[config.mk]
export PLATFORM = sky130hd
export DESIGN_NAME = swd_bit_sequencer_unit
export DESIGN_NICKNAME = d
export VERILOG_FILES = /design/src/swd_pkg.sv /design/src/swd_ctrl.sv /design/src/swd_datapath.sv /design/src/swd_bit_sequencer_unit.sv
export SDC_FILE = /design/constraint.sdc
export NUM_CORES = 1
export LEC_CHECK = 0
export ABC_AREA = 1
export BUFFER_PORTS_ARGS = -buffer_cell sky130_fd_sc_hd__buf_2
export CELL_PAD_IN_SITES_DETAIL_PLACEMENT = 1
export CELL_PAD_IN_SITES_GLOBAL_PLACEMENT = 1
export CORE_ASPECT_RATIO = 1.4
export CORE_MARGIN = 8
export CORE_UTILIZATION = 42
export CTS_CLUSTER_SIZE = 24
export DETAILED_ROUTE_END_ITERATION = 10
export GPL_ROUTABILITY_DRIVEN = 0
export PLACE_DENSITY = 0.81
export SLEW_MARGIN = 20
export SYNTH_ARGS = -nofsm -noshare
export SYNTH_HDL_FRONTEND = slang
export SYNTH_SLANG_ARGS = --single-unit
[constraint.sdc]
create_clock -name clk -period 3.3 [get_ports clk]
set_input_delay 0.165 -clock clk [delete_from_list [all_inputs] [get_ports clk]]
set_output_delay 0.165 -clock clk [all_outputs]
set_load 0.02 [all_outputs]
[src/swd_pkg.sv]
`timescale 1ns / 1ps
package swd_pkg;

  localparam int MAX_BITS = 32;
  // Counter holds 0..MAX_BITS (parity slot sits at index MAX_BITS)
  localparam int CNT_W = $clog2(MAX_BITS + 1);
  localparam int IDX_W = (MAX_BITS > 1) ? $clog2(MAX_BITS) : 1;

  typedef enum logic [1:0] {
    OP_READ      = 2'd0,
    OP_READ_PAR  = 2'd1,
    OP_WRITE     = 2'd2,
    OP_WRITE_PAR = 2'd3
  } opcode_t;

  // Controller to datapath
  typedef struct packed {
    logic load;
    logic emit_turn;
    logic emit_bit;
  } cmd_t;

  // Datapath to controller
  typedef struct packed {
    logic turn_needed;
    logic last_bit;
    logic out_free;
  } stat_t;

endpackage

[src/swd_ctrl.sv]
`timescale 1ns / 1ps
module swd_ctrl
  import swd_pkg::*;
(
  input  logic  clk,
  input  logic  rst,
  input  logic  in_valid,
  output logic  in_stall,
  input  stat_t stat,
  output cmd_t  cmd
);

  typedef enum logic [2:0] {
    ST_IDLE = 3'b001,
    ST_TURN = 3'b010,
    ST_BITS = 3'b100
  } state_t;

  state_t state, state_next;

  // Take a new request only while idle
  assign in_stall = (state != ST_IDLE);

  // Sequence turnaround and bit periods, one per free output slot
  always_comb begin
    state_next    = state;
    cmd           = '0;
    case (state)
      ST_IDLE: begin
        if (in_valid) begin
          cmd.load   = 1'b1;
          state_next = stat.turn_needed ? ST_TURN : ST_BITS;
        end
      end
      ST_TURN: begin
        if (stat.out_free) begin
          cmd.emit_turn = 1'b1;
          state_next    = ST_BITS;
        end
      end
      ST_BITS: begin
        if (stat.out_free) begin
          cmd.emit_bit = 1'b1;
          if (stat.last_bit) state_next = ST_IDLE;
        end
      end
      default: state_next = ST_IDLE;
    endcase
  end

  always_ff @(posedge clk) begin
    if (rst) state <= ST_IDLE;
    else     state <= state_next;
  end

endmodule

[src/swd_datapath.sv]
`timescale 1ns / 1ps
module swd_datapath
  import swd_pkg::*;
(
  input  logic        clk,
  input  logic        rst,
  input  cmd_t        cmd,
  output stat_t       stat,
  input  logic [1:0]  opcode,
  input  logic [5:0]  bit_count,
  input  logic [31:0] write_data,
  input  logic [32:0] target_bits,
  output logic        out_valid,
  input  logic        out_stall,
  output logic        line_level,
  output logic        drive_enable,
  output logic        turnaround,
  output logic        last,
  output logic [31:0] read_data,
  output logic        parity_error
);

  logic             line_driven;
  logic             is_write;
  logic             with_par;
  logic [CNT_W-1:0] last_idx;
  logic [CNT_W-1:0] idx;
  logic [31:0]      wshift;
  logic [32:0]      tshift;
  logic             par;
  logic [31:0]      word;

  logic             op_write;
  logic             op_par;
  logic [CNT_W-1:0] n_sat;
  logic             par_slot;
  logic             bit_val;
  logic [31:0]      word_cur;

  // Decode the incoming request
  assign op_write = (opcode == OP_WRITE) || (opcode == OP_WRITE_PAR);
  assign op_par   = (opcode == OP_READ_PAR) || (opcode == OP_WRITE_PAR);

  // Clamp the bit count to 1..MAX_BITS
  always_comb begin
    if (bit_count == 6'd0)                    n_sat = CNT_W'(1);
    else if ({1'b0, bit_count} > 7'(MAX_BITS)) n_sat = CNT_W'(MAX_BITS);
    else                                      n_sat = CNT_W'(bit_count);
  end

  // Current bit period
  assign par_slot = with_par && (idx == last_idx);
  assign bit_val  = is_write ? (par_slot ? par : wshift[0]) : tshift[0];

  // Read word with the current data bit merged in
  always_comb begin
    word_cur = word;
    if (!par_slot && bit_val) word_cur[idx[IDX_W-1:0]] = 1'b1;
  end

  assign stat.turn_needed = (op_write != line_driven);
  assign stat.last_bit    = (idx == last_idx);
  assign stat.out_free    = !out_valid || !out_stall;

  // Load the request and advance one bit per emitted period
  always_ff @(posedge clk) begin
    if (cmd.load) begin
      is_write <= op_write;
      with_par <= op_par;
      last_idx <= n_sat - CNT_W'(1) + CNT_W'(op_par);
      idx      <= '0;
      wshift   <= write_data;
      tshift   <= target_bits;
      par      <= 1'b0;
      word     <= '0;
    end else if (cmd.emit_bit) begin
      idx      <= idx + CNT_W'(1);
      wshift   <= wshift >> 1;
      tshift   <= tshift >> 1;
      par      <= par ^ bit_val;
      word     <= word_cur;
    end
  end

  // Remember line direction after the final period
  always_ff @(posedge clk) begin
    if (rst)                                line_driven <= 1'b0;
    else if (cmd.emit_bit && stat.last_bit) line_driven <= is_write;
  end

  // Output register: hold while stalled
  always_ff @(posedge clk) begin
    if (rst)                                 out_valid <= 1'b0;
    else if (cmd.emit_turn || cmd.emit_bit)  out_valid <= 1'b1;
    else if (!out_stall)                     out_valid <= 1'b0;
  end

  always_ff @(posedge clk) begin
    if (cmd.emit_turn) begin
      line_level   <= 1'b0;
      drive_enable <= is_write;
      turnaround   <= 1'b1;
      last         <= 1'b0;
      read_data    <= '0;
      parity_error <= 1'b0;
    end else if (cmd.emit_bit) begin
      line_level   <= bit_val;
      drive_enable <= is_write;
      turnaround   <= 1'b0;
      last         <= stat.last_bit;
      read_data    <= (!is_write && stat.last_bit) ? word_cur : '0;
      parity_error <= !is_write && stat.last_bit && with_par && (par ^ bit_val);
    end
  end

endmodule

[src/swd_bit_sequencer_unit.sv]
`timescale 1ns / 1ps
// Channel  | Handshake              | Payload
// in       | in_valid / in_stall    | opcode, bit_count, write_data, target_bits
// out      | out_valid / out_stall  | line_level, drive_enable, turnaround, last,
//          |                        | read_data, parity_error
// A request is accepted, then gives its results: a turnaround on a change of line
// direction, bit_count data periods (clamped to 1..32), then parity if requested.
// Up to 34 results; the result rate is set by the single output register.
// out_stall holds the sequencer in place; in_stall stays high until the last
// result is in the output register. Reset records the line as undriven.
module swd_bit_sequencer_unit
  import swd_pkg::*;
(
  input  logic        clk,
  input  logic        rst,
  input  logic        in_valid,
  output logic        in_stall,
  input  logic [1:0]  opcode,
  input  logic [5:0]  bit_count,
  input  logic [31:0] write_data,
  input  logic [32:0] target_bits,
  output logic        out_valid,
  input  logic        out_stall,
  output logic        line_level,
  output logic        drive_enable,
  output logic        turnaround,
  output logic        last,
  output logic [31:0] read_data,
  output logic        parity_error
);

  cmd_t  cmd;
  stat_t stat;

  swd_ctrl u_ctrl (
    .clk      (clk),
    .rst      (rst),
    .in_valid (in_valid),
    .in_stall (in_stall),
    .stat     (stat),
    .cmd      (cmd)
  );

  swd_datapath u_dp (
    .clk          (clk),
    .rst          (rst),
    .cmd          (cmd),
    .stat         (stat),
    .opcode       (opcode),
    .bit_count    (bit_count),
    .write_data   (write_data),
    .target_bits  (target_bits),
    .out_valid    (out_valid),
    .out_stall    (out_stall),
    .line_level   (line_level),
    .drive_enable (drive_enable),
    .turnaround   (turnaround),
    .last         (last),
    .read_data    (read_data),
    .parity_error (parity_error)
  );

endmodule

==> reports/qor.yml <==
finish:
  utilization_pct: 52.6
  multi_input_comb_area_mm2: 0.00264
  regArea_mm2: 0.00382
  area_delta_synth_final_pct: 23.6
  fillers: 1961
  drive_gt1_share_pct: 17.4
  finalNetCount: 1038
  final_cells: 1168
power:
  internal_power_mw: 3.57
  swShare_pct: 30.3
  peakVddDrop_mv: 0.469
  p_switching_mw: 1.55
  p_seq_share_pct: 47.1
  comb_power_share_pct: 16.6
  p_per_area_mw_per_mm2: 607
  leakage_nw: 3.87
  p_clk_share_pct: 36.3
sta:
  hold_violations: 0
  fin_skew_ns: 0.0142
  setup_viol: 0
  min_period_over_period_pct: 70.9
  rsz0062_at_grt: "false"
  worstMarginPinSlew_ns: 0.978
  slew_viol_final: 0
  period_minus_slack_ns: 2.34
  slew_headroom_pct: 34.8
  fmax_mhz: 427
  whs_ns: 0.00622
  tns_ns: 0
floorplan:
  fp.dieW_um: 124
  die_h_um: 167
  initial_core_util_pct: 42.6
  design.die.area_mm2: 0.0206
  rows: 55
  core_area_mm2: 0.0160
  io_pins: 116
synth:
  yosysSeqAreaShare_pct: 56.0
  yosys_warnings: 0
  syn-instance-count: 824
  yosysUniqueCellTypes: 32
  synthTopCellsByArea: "edfxtp_1 33%, dfxtp_1 23%, nand2_1 20%"
  synth_edf_count: 74
  yosysMostFrequentCell: "nand2_1"
  ys.flop_type: "dfxtp_1"
  async_flop_share_pct: 0
  yosysTopAreaCell: "edfxtp_1"
  yosysTopAreaCellShare_pct: 32.6
  netlist_top_cells_count: "370 x nand2_1, 80 x dfxtp_1, 74 x edfxtp_1, 49 x inv_1, 42 x o21ai_0"
  ys_ff_latch: 154
  avgSynthCellArea_um2: 8.28
  netlist_area_mm2: 0.00683
  syn-num-nets: 907
cts:
  h-tree-depth: 4
  post_cts.repair.setup_buffers: 0
  clkLatencyLatePin_ns: 0.44
  numCtsBuffers: 17
  clockRootBuffer: "clkbuf_16"
  clockBufferDepth: 2
  path_clk_slew_ns: 0.07
  cts.sinks: 154
  cts_tree: "done"
route:
  drt_pass1_iterations: 4
  vias: 5900
  highest_layer: "met4"
  routedWlPerCell_um: 16.3
  drc: 0
  met1_length_um: 7740
  via_per_inst: 5.05
  routed-wl-met2_um: 9840
  wl_met3_um: 919
  ant_nets: 0
  first_iter_violations: 259
  drt-total-wl_um: 19000
worst_hold_path:
  hp-class: "in -> reg"
setup_path:
  worstSetupPathType: "reg -> reg"
  cp-start-kind: "flop"
  crit_fanout: 35
  endpoint_kind: "flop"
  critPathRequiredTime_ns: 3.68
  worstPathArrival_ns: 2.72
global_route:
  antenna_found_initial: 1
  grtUsageTotal_pct: 19.3
  grt_overflow: 0
  grt_pass1_wl_um: 31300
  grt_max_degree: 101
  grt_pass1_vias: 6412
placement:
  place.port_buffers: 115
  placed_cells: 1101
  dp_hpwl_um: 11900
status:
  status: "finished, final reports clean"
flow_run:
  maxCapViolations: 0
-- path summary, 6_finish.rpt --
check                                        start            endpoint  slack [ns]  cells past startpoint
worst max-delay path                   u_dp.idx[4]  u_dp.read_data[30]        0.96                     11
worst min-delay path                target_bits[3]      u_dp.tshift[3]       0.006                      3
worst max register to register         u_dp.idx[4]  u_dp.read_data[30]        0.96                     11
worst min register to register  u_dp.read_data[21]  u_dp.read_data[21]        0.45                      2
-- final cells by class --
cell class | count | area share [%]
sequential | 154 | 45.3
multi-input combinational | 576 | 31.3
timing repair buffer | 156 | 11.6
clock buffer | 17 | 5.04
antenna | 1 | 0.0297
tap | 199 | 2.95
inverter | 50 | 2.22
clock inverter | 15 | 1.54
-- sequential cells by signal, indices dropped and copies added, names as in the netlist, 3 cells and up --
name and flops:
u_dp.tshift 33, u_dp.read_data 32, u_dp.word 32, u_dp.wshift 32
u_dp.idx 6, u_dp.last_idx 6, u_ctrl.state 3
-- worst max-delay path, stage by stage (launching register included) --
cell and delay, ns:
dfxtp_1 0.48, xnor2_1 0.15, nand2_1 0.11, nor2_4 0.15, nand3_4 0.36, nand2_2 0.21, nand3_4 0.08, nand3_2 0.36
nand2_1 0.16, nand2_1 0.09, nand2_1 0.06, nand2_1 0.07
-- cells in the final DEF, fill, tap and decap left out, drive strengths merged, types with 5 or more instances in the layout --
master       instances
a21oi               38
buf                122
clkbuf              17
clkinvlp             5
dfxtp               80
dlygate4sd3         34
edfxtp              74
ha                   6
inv                 59
nand2              371
nand3               10
nand4               35
nor2                29
nor3                 5
o21ai               42
o21bai              21
xnor2                6
-- per-layer routing --
layer  up-vias  GRT usage (%)
li1       2950              -
met1      2774           20.4
met2       136           33.8
met3        40           5.35
met4         0           9.25
met5         -              0
-- stage by stage --
step                      setup WS, ns  power (mW)  cell area (µm²)
final                            0.959        5.12             8440
after global routing             0.752        5.36             8440
after CTS                        0.965        5.15             8430
after detailed placement          1.02        3.26             7540
after global placement            1.08        3.23             7540
after floorplan                  0.308        2.99             6830
-- what timing repair did --
action,4_1_cts,5_1_grt
hold buffers,33,1
endpoints found under the hold margin,34,1
setup endpoints to repair,0,0
gates resized for setup,0,0
-- cell families after synthesis --
| logic type | synth area share (%) |
|---|---|
| AND/OR/NAND/NOR | 27.6 |
| flip-flops | 56.0 |
| AO/OA/AOI/OAI | 8.73 |
| buffers and inverters | 5.44 |
| XOR/XNOR | 1.15 |
| adder cells (fa/ha/maj) | 1.10 |
-- power groups by stage --
stage                     clock, mW  combinational (mW)  sequential, mW
after detailed placement          0               0.818            2.45
after floorplan                   0               0.535            2.45
after CTS                      1.89               0.850            2.41
after global placement            0               0.791            2.44
final                          1.86               0.853            2.41
after global routing           1.97               0.961            2.43
Power figures use the tool's default switching activity.
